--- config.mk ---
export PLATFORM = sky130hd
export DESIGN_NAME = i2c_master_transaction_sequencer_flat
export DESIGN_NICKNAME = d
export VERILOG_FILES = /design/src/rtl/i2cms_pkg.sv /design/src/rtl/i2cms_if.sv /design/src/rtl/i2cms_ram.sv /design/src/rtl/i2cms_ctrl.sv /design/src/rtl/i2c_master_transaction_sequencer.sv /design/src/flat_wrapper.sv
export SDC_FILE = /design/constraint.sdc
export NUM_CORES = 1
export LEC_CHECK = 0
export BUFFER_PORTS_ARGS = -buffer_cell sky130_fd_sc_hd__buf_2
export CORE_MARGIN = 3
export CORE_UTILIZATION = 60
export CTS_CLUSTER_DIAMETER = 60
export DETAILED_ROUTE_END_ITERATION = 7
export PLACE_DENSITY = 0.8
export SLEW_MARGIN = 10
export SYNTH_ARGS = -nofsm -noshare
export SYNTH_HDL_FRONTEND = slang
export SYNTH_HIERARCHICAL = 1
export SYNTH_SLANG_ARGS = --single-unit
--- constraint.sdc ---
create_clock -name clk_i -period 9.8 [get_ports clk_i]
set_clock_uncertainty 0.15 [all_clocks]
set_input_delay 0.49 -clock clk_i [delete_from_list [all_inputs] [get_ports clk_i]]
set_output_delay 0.49 -clock clk_i [all_outputs]
set_load 0.05 [all_outputs]
--- src/rtl/i2cms_pkg.sv ---
package i2cms_pkg;

  localparam int unsigned TxDepth = 16;
  localparam int unsigned TxAw    = (TxDepth > 1) ? $clog2(TxDepth) : 1;

  localparam logic [2:0] ReqLoad    = 3'd0;
  localparam logic [2:0] ReqStartW  = 3'd1;
  localparam logic [2:0] ReqStartR  = 3'd2;
  localparam logic [2:0] ReqStartWr = 3'd3;
  localparam logic [2:0] ReqEvent   = 3'd4;
  localparam logic [2:0] ReqTick    = 3'd5;
  localparam logic [2:0] ReqAbort   = 3'd6;

  localparam logic [3:0] PhIdle     = 4'd0;
  localparam logic [3:0] PhAddrW    = 4'd2;
  localparam logic [3:0] PhAddrR    = 4'd3;
  localparam logic [3:0] PhWrite    = 4'd4;
  localparam logic [3:0] PhRead     = 4'd6;
  localparam logic [3:0] PhComplete = 4'd8;
  localparam logic [3:0] PhError    = 4'd9;

  localparam logic [2:0] StOk      = 3'd0;
  localparam logic [2:0] StTimeout = 3'd3;
  localparam logic [2:0] StBus     = 3'd4;
  localparam logic [2:0] StArb     = 3'd5;
  localparam logic [2:0] StNack    = 3'd6;

  localparam logic [2:0] CmdNone     = 3'd0;
  localparam logic [2:0] CmdStop     = 3'd1;
  localparam logic [2:0] CmdRepStart = 3'd2;
  localparam logic [2:0] CmdRecvAck  = 3'd3;
  localparam logic [2:0] CmdRecvNack = 3'd4;

  localparam logic [1:0] ReplyOk   = 2'd0;
  localparam logic [1:0] ReplyBad  = 2'd1;
  localparam logic [1:0] ReplyBusy = 2'd2;

  localparam logic ReadAddrBit = 1'b1;

  typedef struct packed {
    logic [2:0]  req_type;
    logic [6:0]  dev_addr;
    logic [4:0]  tx_len;
    logic [7:0]  rx_len;
    logic [15:0] timeout_ticks;
    logic [3:0]  tx_slot;
    logic [7:0]  byte_value;
    logic        bus_error;
    logic        arb_lost;
    logic        write_done;
    logic        read_done;
    logic        nack_seen;
  } in_item_t;

  // Result fields known at accept time; the data byte comes from the buffer's registered read port.
  typedef struct packed {
    logic [2:0] bus_command;
    logic       addr_valid;
    logic [7:0] addr_byte;
    logic       data_valid;
    logic       rx_write;
    logic [7:0] rx_index;
    logic [7:0] rx_value;
    logic [3:0] state_code;
    logic [2:0] status_code;
    logic       busy_res;
    logic [1:0] reply_code;
  } res_t;

  typedef struct packed {
    logic            we;
    logic [TxAw-1:0] waddr;
    logic [7:0]      wdata;
    logic            re;
    logic [TxAw-1:0] raddr;
  } ram_req_t;

endpackage

--- src/rtl/i2cms_if.sv ---
interface i2cms_req_if;
  logic        valid;
  logic        ready;
  logic [2:0]  req_type;
  logic [6:0]  dev_addr;
  logic [4:0]  tx_len;
  logic [7:0]  rx_len;
  logic [15:0] timeout_ticks;
  logic [3:0]  tx_slot;
  logic [7:0]  byte_value;
  logic        bus_error;
  logic        arb_lost;
  logic        write_done;
  logic        read_done;
  logic        nack_seen;

  modport source (
    output valid, req_type, dev_addr, tx_len, rx_len, timeout_ticks, tx_slot,
           byte_value, bus_error, arb_lost, write_done, read_done, nack_seen,
    input  ready
  );
  modport sink (
    input  valid, req_type, dev_addr, tx_len, rx_len, timeout_ticks, tx_slot,
           byte_value, bus_error, arb_lost, write_done, read_done, nack_seen,
    output ready
  );
endinterface

interface i2cms_rsp_if;
  logic       valid;
  logic       ready;
  logic [2:0] bus_command;
  logic       addr_valid;
  logic [7:0] addr_byte;
  logic       data_valid;
  logic [7:0] data_byte;
  logic       rx_write;
  logic [7:0] rx_index;
  logic [7:0] rx_value;
  logic [3:0] state_code;
  logic [2:0] status_code;
  logic       busy_res;
  logic [1:0] reply_code;

  modport source (
    output valid, bus_command, addr_valid, addr_byte, data_valid, data_byte, rx_write,
           rx_index, rx_value, state_code, status_code, busy_res, reply_code,
    input  ready
  );
  modport sink (
    input  valid, bus_command, addr_valid, addr_byte, data_valid, data_byte, rx_write,
           rx_index, rx_value, state_code, status_code, busy_res, reply_code,
    output ready
  );
endinterface

--- src/rtl/i2cms_ram.sv ---
module i2cms_ram #(
  parameter int unsigned Width = 8,
  parameter int unsigned Depth = 16
) (
  input  logic                               clk_i,
  input  logic                               we_i,
  input  logic [((Depth > 1) ? $clog2(Depth) : 1)-1:0] waddr_i,
  input  logic [Width-1:0]                   wdata_i,
  input  logic                               re_i,
  input  logic [((Depth > 1) ? $clog2(Depth) : 1)-1:0] raddr_i,
  output logic [Width-1:0]                   rdata_o
);

  logic [Width-1:0] mem_q [Depth];

  always_ff @(posedge clk_i) begin
    if (we_i) begin
      mem_q[waddr_i] <= wdata_i;
    end
    if (re_i) begin
      rdata_o <= mem_q[raddr_i];
    end
  end

endmodule

--- src/rtl/i2cms_ctrl.sv ---
module i2cms_ctrl (
  input  logic                clk_i,
  input  logic                rst_ni,
  input  logic                accept_i,
  input  i2cms_pkg::in_item_t item_i,
  output i2cms_pkg::res_t     res_o,
  output i2cms_pkg::ram_req_t ram_o
);

  logic [3:0]  phase_q, phase_d;
  logic [2:0]  status_q, status_d;
  logic        active_q, active_d;
  logic [6:0]  addr_q, addr_d;
  logic [4:0]  wcount_q, wcount_d;
  logic [4:0]  wpos_q, wpos_d;
  logic [7:0]  rcount_q, rcount_d;
  logic [7:0]  rpos_q, rpos_d;
  logic        rfollow_q, rfollow_d;
  logic [15:0] tlimit_q, tlimit_d;
  logic [15:0] elapsed_q, elapsed_d;

  logic        need_w, need_r, bad_param;
  logic [15:0] elapsed_inc;
  logic [7:0]  rpos_inc;
  logic        slot_ok;

  always_comb begin
    phase_d   = phase_q;
    status_d  = status_q;
    active_d  = active_q;
    addr_d    = addr_q;
    wcount_d  = wcount_q;
    wpos_d    = wpos_q;
    rcount_d  = rcount_q;
    rpos_d    = rpos_q;
    rfollow_d = rfollow_q;
    tlimit_d  = tlimit_q;
    elapsed_d = elapsed_q;
    res_o     = '0;
    ram_o     = '0;

    need_w    = (item_i.req_type != i2cms_pkg::ReqStartR);
    need_r    = (item_i.req_type != i2cms_pkg::ReqStartW);
    bad_param = (need_w && (item_i.tx_len == '0 ||
                            32'(item_i.tx_len) > i2cms_pkg::TxDepth)) ||
                (need_r && item_i.rx_len == '0);
    elapsed_inc = (elapsed_q != 16'hFFFF) ? elapsed_q + 16'd1 : elapsed_q;
    rpos_inc    = (rpos_q != 8'hFF) ? rpos_q + 8'd1 : rpos_q;
    slot_ok     = (32'(item_i.tx_slot) < i2cms_pkg::TxDepth);

    case (item_i.req_type)
      i2cms_pkg::ReqLoad: begin
        if (slot_ok) begin
          ram_o.we    = accept_i;
          ram_o.waddr = i2cms_pkg::TxAw'(item_i.tx_slot);
          ram_o.wdata = item_i.byte_value;
        end
      end
      i2cms_pkg::ReqStartW, i2cms_pkg::ReqStartR, i2cms_pkg::ReqStartWr: begin
        if (bad_param) begin
          res_o.reply_code = i2cms_pkg::ReplyBad;
        end else if (active_q) begin
          res_o.reply_code = i2cms_pkg::ReplyBusy;
        end else begin
          active_d  = 1'b1;
          addr_d    = item_i.dev_addr;
          wcount_d  = need_w ? item_i.tx_len : '0;
          wpos_d    = '0;
          rcount_d  = need_r ? item_i.rx_len : '0;
          rpos_d    = '0;
          rfollow_d = (item_i.req_type == i2cms_pkg::ReqStartWr);
          tlimit_d  = item_i.timeout_ticks;
          elapsed_d = '0;
          status_d  = i2cms_pkg::StOk;
          res_o.addr_valid = 1'b1;
          if (need_w) begin
            res_o.addr_byte = {item_i.dev_addr, 1'b0};
            phase_d = i2cms_pkg::PhAddrW;
          end else begin
            res_o.addr_byte = {item_i.dev_addr, i2cms_pkg::ReadAddrBit};
            phase_d = i2cms_pkg::PhAddrR;
          end
        end
      end
      i2cms_pkg::ReqEvent: begin
        if (active_q) begin
          if (item_i.bus_error) begin
            res_o.bus_command = i2cms_pkg::CmdStop;
            status_d = i2cms_pkg::StBus;
            phase_d  = i2cms_pkg::PhError;
            active_d = 1'b0;
          end else if (item_i.arb_lost) begin
            res_o.bus_command = i2cms_pkg::CmdStop;
            status_d = i2cms_pkg::StArb;
            phase_d  = i2cms_pkg::PhError;
            active_d = 1'b0;
          end else if (item_i.write_done) begin
            if (item_i.nack_seen) begin
              res_o.bus_command = i2cms_pkg::CmdStop;
              status_d = i2cms_pkg::StNack;
              phase_d  = i2cms_pkg::PhError;
              active_d = 1'b0;
            end else if (wpos_q < wcount_q) begin
              // The byte itself is read from the buffer and joins the result when stage 1 moves to the output register.
              res_o.data_valid = 1'b1;
              ram_o.re    = accept_i;
              ram_o.raddr = i2cms_pkg::TxAw'(wpos_q);
              wpos_d  = wpos_q + 5'd1;
              phase_d = i2cms_pkg::PhWrite;
            end else if (rfollow_q && rcount_q != '0) begin
              res_o.bus_command = i2cms_pkg::CmdRepStart;
              res_o.addr_valid  = 1'b1;
              res_o.addr_byte   = {addr_q, i2cms_pkg::ReadAddrBit};
              phase_d = i2cms_pkg::PhAddrR;
            end else begin
              res_o.bus_command = i2cms_pkg::CmdStop;
              status_d = i2cms_pkg::StOk;
              phase_d  = i2cms_pkg::PhComplete;
              active_d = 1'b0;
            end
          end else if (item_i.read_done) begin
            if (rpos_q < rcount_q) begin
              res_o.rx_write = 1'b1;
              res_o.rx_index = rpos_q;
              res_o.rx_value = item_i.byte_value;
            end
            rpos_d  = rpos_inc;
            phase_d = i2cms_pkg::PhRead;
            if (rpos_inc < rcount_q) begin
              res_o.bus_command = (rpos_inc == rcount_q - 8'd1) ?
                                  i2cms_pkg::CmdRecvNack : i2cms_pkg::CmdRecvAck;
            end else begin
              res_o.bus_command = i2cms_pkg::CmdStop;
              status_d = i2cms_pkg::StOk;
              phase_d  = i2cms_pkg::PhComplete;
              active_d = 1'b0;
            end
          end
        end
      end
      i2cms_pkg::ReqTick: begin
        if (active_q) begin
          elapsed_d = elapsed_inc;
          if (tlimit_q != '0 && elapsed_inc >= tlimit_q) begin
            res_o.bus_command = i2cms_pkg::CmdStop;
            status_d = i2cms_pkg::StTimeout;
            phase_d  = i2cms_pkg::PhError;
            active_d = 1'b0;
          end
        end
      end
      i2cms_pkg::ReqAbort: begin
        phase_d   = i2cms_pkg::PhIdle;
        status_d  = i2cms_pkg::StOk;
        active_d  = 1'b0;
        addr_d    = '0;
        wcount_d  = '0;
        wpos_d    = '0;
        rcount_d  = '0;
        rpos_d    = '0;
        rfollow_d = 1'b0;
        tlimit_d  = '0;
        elapsed_d = '0;
        res_o.bus_command = i2cms_pkg::CmdStop;
      end
      default: begin
      end
    endcase

    res_o.state_code  = phase_d;
    res_o.status_code = status_d;
    res_o.busy_res    = active_d;
  end

  always_ff @(posedge clk_i or negedge rst_ni) begin
    if (!rst_ni) begin
      phase_q   <= i2cms_pkg::PhIdle;
      status_q  <= i2cms_pkg::StOk;
      active_q  <= 1'b0;
      addr_q    <= '0;
      wcount_q  <= '0;
      wpos_q    <= '0;
      rcount_q  <= '0;
      rpos_q    <= '0;
      rfollow_q <= 1'b0;
      tlimit_q  <= '0;
      elapsed_q <= '0;
    end else if (accept_i) begin
      phase_q   <= phase_d;
      status_q  <= status_d;
      active_q  <= active_d;
      addr_q    <= addr_d;
      wcount_q  <= wcount_d;
      wpos_q    <= wpos_d;
      rcount_q  <= rcount_d;
      rpos_q    <= rpos_d;
      rfollow_q <= rfollow_d;
      tlimit_q  <= tlimit_d;
      elapsed_q <= elapsed_d;
    end
  end

endmodule

--- src/rtl/i2c_master_transaction_sequencer.sv ---
// Path: an accepted input item passes through the stage 1 register and then the output register.
// Throughput: one item per cycle while the sink takes results, set by the single transmit buffer port used per item.
// Reset: rst_ni clears the transaction state and both pipeline valid flags at once.
// The transmit buffer is not cleared; a slot reads as undefined until a load writes it.
module i2c_master_transaction_sequencer (
  input  logic        clk_i,
  input  logic        rst_ni,
  i2cms_req_if.sink   req_i,
  i2cms_rsp_if.source rsp_o
);

  // Stage 0 is the accept cycle: the controller decides the whole transaction step from
  // its registered state and, for a transmit acknowledge, starts a buffer read at the
  // current write position. Stage 1 holds the decided result while the buffer read
  // completes. The output register then merges in the buffer byte and holds the item
  // until the sink takes it; while a result waits, stage 1 can still take one more item.

  i2cms_pkg::in_item_t item;
  i2cms_pkg::res_t     res;
  i2cms_pkg::ram_req_t ram_req;

  logic            in_accept;
  logic            s1_valid_q;
  i2cms_pkg::res_t s1_res_q;
  logic            s1_move;
  logic            out_valid_q;
  i2cms_pkg::res_t out_res_q;
  logic [7:0]      out_data_q;
  logic [7:0]      ram_rdata;

  assign item.req_type      = req_i.req_type;
  assign item.dev_addr      = req_i.dev_addr;
  assign item.tx_len        = req_i.tx_len;
  assign item.rx_len        = req_i.rx_len;
  assign item.timeout_ticks = req_i.timeout_ticks;
  assign item.tx_slot       = req_i.tx_slot;
  assign item.byte_value    = req_i.byte_value;
  assign item.bus_error     = req_i.bus_error;
  assign item.arb_lost      = req_i.arb_lost;
  assign item.write_done    = req_i.write_done;
  assign item.read_done     = req_i.read_done;
  assign item.nack_seen     = req_i.nack_seen;

  // Stage 1 empties into the output register whenever that register is free or drained.
  assign s1_move     = s1_valid_q && (!out_valid_q || rsp_o.ready);
  assign req_i.ready = !s1_valid_q || s1_move;
  assign in_accept   = req_i.valid && req_i.ready;

  i2cms_ctrl u_ctrl (
    .clk_i    (clk_i),
    .rst_ni   (rst_ni),
    .accept_i (in_accept),
    .item_i   (item),
    .res_o    (res),
    .ram_o    (ram_req)
  );

  // The read data register only changes on an accepted item, so it stays aligned with
  // stage 1 while that stage is stalled. A load and a later read of the same slot are
  // always in different cycles, so the read sees the new byte without forwarding.
  i2cms_ram #(
    .Width (8),
    .Depth (i2cms_pkg::TxDepth)
  ) u_tx_buf (
    .clk_i   (clk_i),
    .we_i    (ram_req.we),
    .waddr_i (ram_req.waddr),
    .wdata_i (ram_req.wdata),
    .re_i    (ram_req.re),
    .raddr_i (ram_req.raddr),
    .rdata_o (ram_rdata)
  );

  always_ff @(posedge clk_i or negedge rst_ni) begin
    if (!rst_ni) begin
      s1_valid_q  <= 1'b0;
      out_valid_q <= 1'b0;
    end else begin
      if (in_accept) begin
        s1_valid_q <= 1'b1;
      end else if (s1_move) begin
        s1_valid_q <= 1'b0;
      end
      if (s1_move) begin
        out_valid_q <= 1'b1;
      end else if (rsp_o.ready) begin
        out_valid_q <= 1'b0;
      end
    end
  end

  always_ff @(posedge clk_i) begin
    if (in_accept) begin
      s1_res_q <= res;
    end
    if (s1_move) begin
      out_res_q  <= s1_res_q;
      out_data_q <= s1_res_q.data_valid ? ram_rdata : 8'd0;
    end
  end

  assign rsp_o.valid       = out_valid_q;
  assign rsp_o.bus_command = out_res_q.bus_command;
  assign rsp_o.addr_valid  = out_res_q.addr_valid;
  assign rsp_o.addr_byte   = out_res_q.addr_byte;
  assign rsp_o.data_valid  = out_res_q.data_valid;
  assign rsp_o.data_byte   = out_data_q;
  assign rsp_o.rx_write    = out_res_q.rx_write;
  assign rsp_o.rx_index    = out_res_q.rx_index;
  assign rsp_o.rx_value    = out_res_q.rx_value;
  assign rsp_o.state_code  = out_res_q.state_code;
  assign rsp_o.status_code = out_res_q.status_code;
  assign rsp_o.busy_res    = out_res_q.busy_res;
  assign rsp_o.reply_code  = out_res_q.reply_code;

endmodule

--- src/flat_wrapper.sv ---
// flat-port wrapper written by rule: the top's interface ports become plain ports
module i2c_master_transaction_sequencer_flat 
  (clk_i, rst_ni, req_i_valid, req_i_req_type, req_i_dev_addr, req_i_tx_len, req_i_rx_len, req_i_timeout_ticks, req_i_tx_slot, req_i_byte_value, req_i_bus_error, req_i_arb_lost, req_i_write_done, req_i_read_done, req_i_nack_seen, req_i_ready, rsp_o_valid, rsp_o_bus_command, rsp_o_addr_valid, rsp_o_addr_byte, rsp_o_data_valid, rsp_o_data_byte, rsp_o_rx_write, rsp_o_rx_index, rsp_o_rx_value, rsp_o_state_code, rsp_o_status_code, rsp_o_busy_res, rsp_o_reply_code, rsp_o_ready);
  i2cms_req_if req_i_i ();
  i2cms_rsp_if rsp_o_i ();
  input  logic clk_i;
  input  logic rst_ni;
  input wire logic [$bits(req_i_i.valid)-1:0] req_i_valid;
  input wire logic [$bits(req_i_i.req_type)-1:0] req_i_req_type;
  input wire logic [$bits(req_i_i.dev_addr)-1:0] req_i_dev_addr;
  input wire logic [$bits(req_i_i.tx_len)-1:0] req_i_tx_len;
  input wire logic [$bits(req_i_i.rx_len)-1:0] req_i_rx_len;
  input wire logic [$bits(req_i_i.timeout_ticks)-1:0] req_i_timeout_ticks;
  input wire logic [$bits(req_i_i.tx_slot)-1:0] req_i_tx_slot;
  input wire logic [$bits(req_i_i.byte_value)-1:0] req_i_byte_value;
  input wire logic [$bits(req_i_i.bus_error)-1:0] req_i_bus_error;
  input wire logic [$bits(req_i_i.arb_lost)-1:0] req_i_arb_lost;
  input wire logic [$bits(req_i_i.write_done)-1:0] req_i_write_done;
  input wire logic [$bits(req_i_i.read_done)-1:0] req_i_read_done;
  input wire logic [$bits(req_i_i.nack_seen)-1:0] req_i_nack_seen;
  output wire logic [$bits(req_i_i.ready)-1:0] req_i_ready;
  output wire logic [$bits(rsp_o_i.valid)-1:0] rsp_o_valid;
  output wire logic [$bits(rsp_o_i.bus_command)-1:0] rsp_o_bus_command;
  output wire logic [$bits(rsp_o_i.addr_valid)-1:0] rsp_o_addr_valid;
  output wire logic [$bits(rsp_o_i.addr_byte)-1:0] rsp_o_addr_byte;
  output wire logic [$bits(rsp_o_i.data_valid)-1:0] rsp_o_data_valid;
  output wire logic [$bits(rsp_o_i.data_byte)-1:0] rsp_o_data_byte;
  output wire logic [$bits(rsp_o_i.rx_write)-1:0] rsp_o_rx_write;
  output wire logic [$bits(rsp_o_i.rx_index)-1:0] rsp_o_rx_index;
  output wire logic [$bits(rsp_o_i.rx_value)-1:0] rsp_o_rx_value;
  output wire logic [$bits(rsp_o_i.state_code)-1:0] rsp_o_state_code;
  output wire logic [$bits(rsp_o_i.status_code)-1:0] rsp_o_status_code;
  output wire logic [$bits(rsp_o_i.busy_res)-1:0] rsp_o_busy_res;
  output wire logic [$bits(rsp_o_i.reply_code)-1:0] rsp_o_reply_code;
  input wire logic [$bits(rsp_o_i.ready)-1:0] rsp_o_ready;
  assign req_i_i.valid = req_i_valid;
  assign req_i_i.req_type = req_i_req_type;
  assign req_i_i.dev_addr = req_i_dev_addr;
  assign req_i_i.tx_len = req_i_tx_len;
  assign req_i_i.rx_len = req_i_rx_len;
  assign req_i_i.timeout_ticks = req_i_timeout_ticks;
  assign req_i_i.tx_slot = req_i_tx_slot;
  assign req_i_i.byte_value = req_i_byte_value;
  assign req_i_i.bus_error = req_i_bus_error;
  assign req_i_i.arb_lost = req_i_arb_lost;
  assign req_i_i.write_done = req_i_write_done;
  assign req_i_i.read_done = req_i_read_done;
  assign req_i_i.nack_seen = req_i_nack_seen;
  assign req_i_ready = req_i_i.ready;
  assign rsp_o_valid = rsp_o_i.valid;
  assign rsp_o_bus_command = rsp_o_i.bus_command;
  assign rsp_o_addr_valid = rsp_o_i.addr_valid;
  assign rsp_o_addr_byte = rsp_o_i.addr_byte;
  assign rsp_o_data_valid = rsp_o_i.data_valid;
  assign rsp_o_data_byte = rsp_o_i.data_byte;
  assign rsp_o_rx_write = rsp_o_i.rx_write;
  assign rsp_o_rx_index = rsp_o_i.rx_index;
  assign rsp_o_rx_value = rsp_o_i.rx_value;
  assign rsp_o_state_code = rsp_o_i.state_code;
  assign rsp_o_status_code = rsp_o_i.status_code;
  assign rsp_o_busy_res = rsp_o_i.busy_res;
  assign rsp_o_reply_code = rsp_o_i.reply_code;
  assign rsp_o_i.ready = rsp_o_ready;
  i2c_master_transaction_sequencer u_core (.clk_i(clk_i), .rst_ni(rst_ni), .req_i(req_i_i), .rsp_o(rsp_o_i));
endmodule
# Yosys cells after proc, flatten, opt, wreduce, memory -nomap -nowiden

Memory sizes are Yosys's and may differ from the RTL's. A register that Yosys moved wholly into a read port is not among the register bits.
Cells that the tools add are included.

Bitwise logic cells: 6
Order comparisons: 5
Divide/modulo/power cells: 0
Shift operators: 0
$add $sub $neg: 4
Multiplexer cells: 124
Eq/ne operators: 22
Multipliers: 0
Reductions and logical operators: 31

Operators with widths:

| cell                  | number |
|---|---|
| $mux 16               | 6 |
| $mux 5                | 18 |
| $mux 8                | 11 |
| $mux 3                | 19 |
| $mux 27               | 2 |
| $mux 4                | 13 |
| $mux 17               | 3 |
| $pmux 16 s3           | 1 |
| $pmux 16 s2           | 1 |
| $mux 30               | 1 |
| $mux 9                | 3 |
| $mux 1                | 26 |
| $pmux 8 s3            | 1 |
| $ne 2x2->1 const B    | 11 |
| $mux 10               | 2 |
| $pmux 9 s2            | 1 |
| $add 16x1->16 const B | 1 |
| $ge 16x16->1          | 1 |
| $lt 8x8->1            | 2 |
| $ne 16x16->1 const B  | 1 |
| $pmux 4 s4            | 1 |
| $pmux 8 s2            | 1 |
| $reduce_bool 16->1    | 1 |
| $pmux 5 s3            | 1 |
| other kinds (40)      | 64 |

Register bits: 164
Output and inout port bits: 50
Bits in latches: 0
Memories kept: 1
Bits of input ports: 60
Bits in writable memories: 128
Memory bits (read-only): 0
Logic and storage cells: 230

Memory list:

| memory                | words | bits a word | read ports | clocked after Yosys merged registers in | write ports | RTL line        | text |
|---|---|---|---|---|---|---|---|
| u_core.u_tx_buf.mem_q | 16    | 8           | 1          | 1                                       | 1           | i2cms_ram.sv:14 | `logic [Width-1:0] mem_q [Depth];` |

# Depth between registers and ports, before layout

Depth in word-level cells: 12
Gate-level depth with buffers: 18
Mapped depth without buffers: 17

# Hierarchy

The synthesis kept the hierarchy.

By module, submodules not included:

| module                           | cells an instance | area each (um^2) | times used |
|---|---|---|---|
| i2cms_ctrl                       | 714               | 5,744.3          | 1 |
| i2cms_ram                        | 229               | 5,227.5          | 1 |
| i2c_master_transaction_sequencer | 104               | 2,796.4          | 1 |

# Least setup slack after synthesis

Ideal clock, no wire load.

Path kind: reg-to-reg
Start point: reg u_core.u_ctrl.elapsed_q[0]
End point: reg u_core/s1_res_q[4] in the netlist's numbering (data pin)
Data arrival time: 3.247 ns
Slack: 6.140 ns
Clock period less this slack: 3.660 ns
Cell stages (with the launch flop): 16
Setup time: 0.262 ns
Path through: dfrtp_1 > ha_1 > and3_1 > nand4_2 > nor2_1 > nor3_1 > nand4_1 > xnor2_1 > ha_1 > a21o_1 > a221oi_1 > o21ai_0 > o21ai_1 > o21ai_0 > o31ai_1 > nand2_1

RTL lines:

| what                   | RTL line                               | text |
|---|---|---|
| start, declared        | i2cms_ctrl.sv:20                       | `logic [15:0] elapsed_q, elapsed_d;` |
| start signal, assigned | i2cms_ctrl.sv:199                      | `elapsed_q <= elapsed_d;` |
| end signal, assigned   | i2c_master_transaction_sequencer.sv:94 | `s1_res_q <= res;` |
| end, declared          | i2c_master_transaction_sequencer.sv:24 | `i2cms_pkg::res_t s1_res_q;` |

==> reports/metrics.yaml <==
run:
  drv_cap: 0
synthesis:
  syn-num-nets: 1147
  ys_seq_area_share_pct: 62.67
  synth-edff-count: 224
  ys_warn_count: 6
  syn_area_per_cell_um2: 13.15
  netlist.area_leader.share_pct: 48.85
  synth_top_cell_by_area: "edfxtp_1"
  ys_seq_elements: 300
  postSynth.asyncResetShare_pct: 25.33
  ys_top_cells_by_area: "edfxtp_1 49%, dfrtp_1 14%, ha_1 3.6%, mux4_2 2.9%, nand2_1 2.7%"
  synthFlopType: "edfxtp_1"
  netlist_area_um2: 13770
  yosysUniqueCellTypes: 74
  synth_cells: 1047
critical_path:
  cp_max_fo: 32
  crit_arrival_ps: 4700
  r2r_slack_ps: 5250
  critPathKind: "reg -> reg"
  worstPathRequired_ps: 9940
  critPathCaptureType: "register"
  rr_startpoint: "u_core/u_ctrl/active_q"
  critPathLaunchType: "register"
  startpoint: "u_core/u_ctrl/active_q"
sta:
  setup_violations: 0
  max_freq_mhz: 219.7
  post-route-min-period_ps: 4552
  min_period_over_period_pct: 46.45
  tightest_slew_ps: 1212
  rsz0062_at_grt: "false"
  finalHoldViolCount: 0
  slew_headroom_pct: 18.89
  setup_tns_ps: 0
  finalMaxSlewViolations: 0
grt:
  grt_pass1_vias: 8974
  grt_usage_pct: 24.71
  grt_max_degree: 77
  grt_overflow: 0
  antenna_found_initial: 0
  grt_first_pass_wirelength_um: 47820
final_layout:
  final_util_pct: 70.03
  area_growth_pct: 12.72
  fillers: 1458
  num-nets-final: 1254
  drive_gt1_share_pct: 18.08
  layout_commonest_cell: "edfxtp_1"
  n_antenna_cell: 0
  fin_area_um2: 15520
  final_cell_mix: "224 x edfxtp_1, 108 x buf_2, 100 x nand2_1"
die:
  num_rows: 54
  core_um2: 22160
  io_pins: 110
  die_h_um: 157.5
  die_w_um: 157.5
  dieArea_um2: 24800
  initial_core_util_pct: 62.13
worst_hold_path:
  hp-class: "in -> reg"
  min_from: "req_i_timeout_ticks[12]"
pwr:
  pwr-share-clk_pct: 36.9
  combPwrFrac_pct: 13.7
  sequentialPowerShare_pct: 49.3
  peakVddDrop_uv: 134.3
  p_switching_uw: 800.4
  internal-power_mw: 2.278
  p_leak_nw: 5.990
  p_sw_share_pct: 26.00
  p_per_area_nw_per_um2: 198.4
routing:
  vias: 9156
  wl_met3_um: 2208
  maxUsedRoutingLayer: "met4"
  first_pass_iters: 5
  wirelength_um: 30540
  wl_met1_um: 12000
  wl_met2_um: 15480
  wl_per_cell_um: 20.94
  post_drt_via_cell_ratio: 6.280
  antenna_left: 0
  drc: 0
  drtIter0Drc: 1003
place:
  dpl_cell_area_um2: 14490
  portBuffers: 109
  place_congestion: 0.8887
  hpwlAfterDp_um: 20300
clocking:
  cts.sinks: 300
  cts_setup_buffers: 0
  cts_buffer_depth: 3
  clk_latency_ps: 550
  cts_tree: "done"
  clockRootBuffer: "clkbuf_16"
  clk_pin_slew_worst_paths_ps: 60
  cts_made_buffers: 30
  h-tree-depth: 1
outcome:
  outcome: "finished, final reports clean"
==> path summary, 6_finish.rpt <==
check | endpoint | cells past startpoint
min in group asynchronous | u_core/u_ctrl/rpos_q[3] | 2
max | u_core/u_tx_buf/rdata_o[5] | 10
min reg2reg | u_core/rsp_o.rx_value[6] | 0
max in group asynchronous | u_core/u_ctrl/elapsed_q[15] | 2
max reg2reg | u_core/u_tx_buf/rdata_o[5] | 10
min | u_core/u_ctrl/tlimit_q[12] | 3
==> cell usage after synthesis (all sizes together), types with 12 or more instances <==
library cell and number:
nand3 47, edfxtp 224, nor2 60, and2 32
nand2 100, nand2b 14, clkbuf 12, a21oi 41
a21o 19, nand4 12, dfrtp 76, a22oi 17
a31oi 14, o21ai 68, ha 40, a22o 13
nor3 19, nand3b 18, xnor2 21, buf 28
mux4 32, inv 44
==> registers in the layout, summed over array words and instances, names as in the netlist, 7 cells and up <==
name                     flops
u_core/rsp_o.rx_value        8
u_core/u_ctrl/rcount_q       8
u_core/s1_res_q             40
u_core/u_ctrl/rpos_q         8
u_core/u_ctrl/addr_q         7
u_core/u_tx_buf/rdata_o      8
u_core/u_ctrl/elapsed_q     16
u_core/u_tx_buf/mem_q      128
u_core/u_ctrl/tlimit_q      16
u_core/rsp_o.data_byte       8
u_core/rsp_o.rx_index        8
u_core/rsp_o.addr_byte       8
==> power groups by stage <==
stage | Combinational, mW | Sequential, mW | Clock (mW)
after floorplan | 0.259 | 1.58 | 0
after global placement | 0.403 | 1.54 | 0
after detailed placement | 0.415 | 1.54 | 0
after CTS | 0.421 | 1.52 | 1.15
after global routing | 0.472 | 1.53 | 1.20
final | 0.423 | 1.52 | 1.14
==> kinds of logic (layout without fill, tap and decap cells) <==
logic type	after synthesis	count (layout)	share of synthesized area, %
AOI/OAI and AO/OA	216	216	10.34
xor gates and xnor gates	27	27	1.718
adders and majority gates	40	40	3.635
buffers and inverters	87	218	2.971
DFF	300	300	62.67
muxes	38	38	6.080
and+or+nand+nor	339	339	12.59
==> metal layers <==
layer	up-vias	GRT usage (%)
li1	4184	-
met1	4447	33.23
met2	450	42.29
met3	75	3.794
met4	0	7.231
met5	-	0
==> final cells by class <==
type	count	area [µm²]	share of cell area, %
timing repair buffer	118	620.6	3.999
clock buffer	42	878.3	5.659
clock inverter	14	126.4	0.8143
multi-input combinational	660	4751	30.61
sequential	300	8628	55.59
tap	280	350.3	2.257
inverter	44	165.2	1.064
==> worst max-delay path, stage by stage, from the launching register on <==
cell and delay, ps:
dfrtp_1 550, inv_1 140, nor2_1 160, nand3_1 210, nor3_1 360, nand3_1 290
nor2_1 350, and2_2 910, mux4_1 670, a22oi_1 380, nand2_1 100
==> what timing repair did <==
action,4_1_cts,5_1_grt
gates resized for setup,0,0
hold buffers,2,0
hold endpoints to repair,20,0
==> per-stage QoR <==
step,instances,setup slack [ps],hold WS (ps),power [mW]
6_report,1458,5248,18.10,3.079
5_1_grt,1458,4879,32.10,3.205
4_1_cts,1458,5310,7.562,3.092
2_1_floorplan,1047,6140,44.41,1.837
3_3_place_gp,1400,5542,251.1,1.941
3_5_place_dp,1400,5358,256.1,1.957
(Power assumes the default switching activity.)
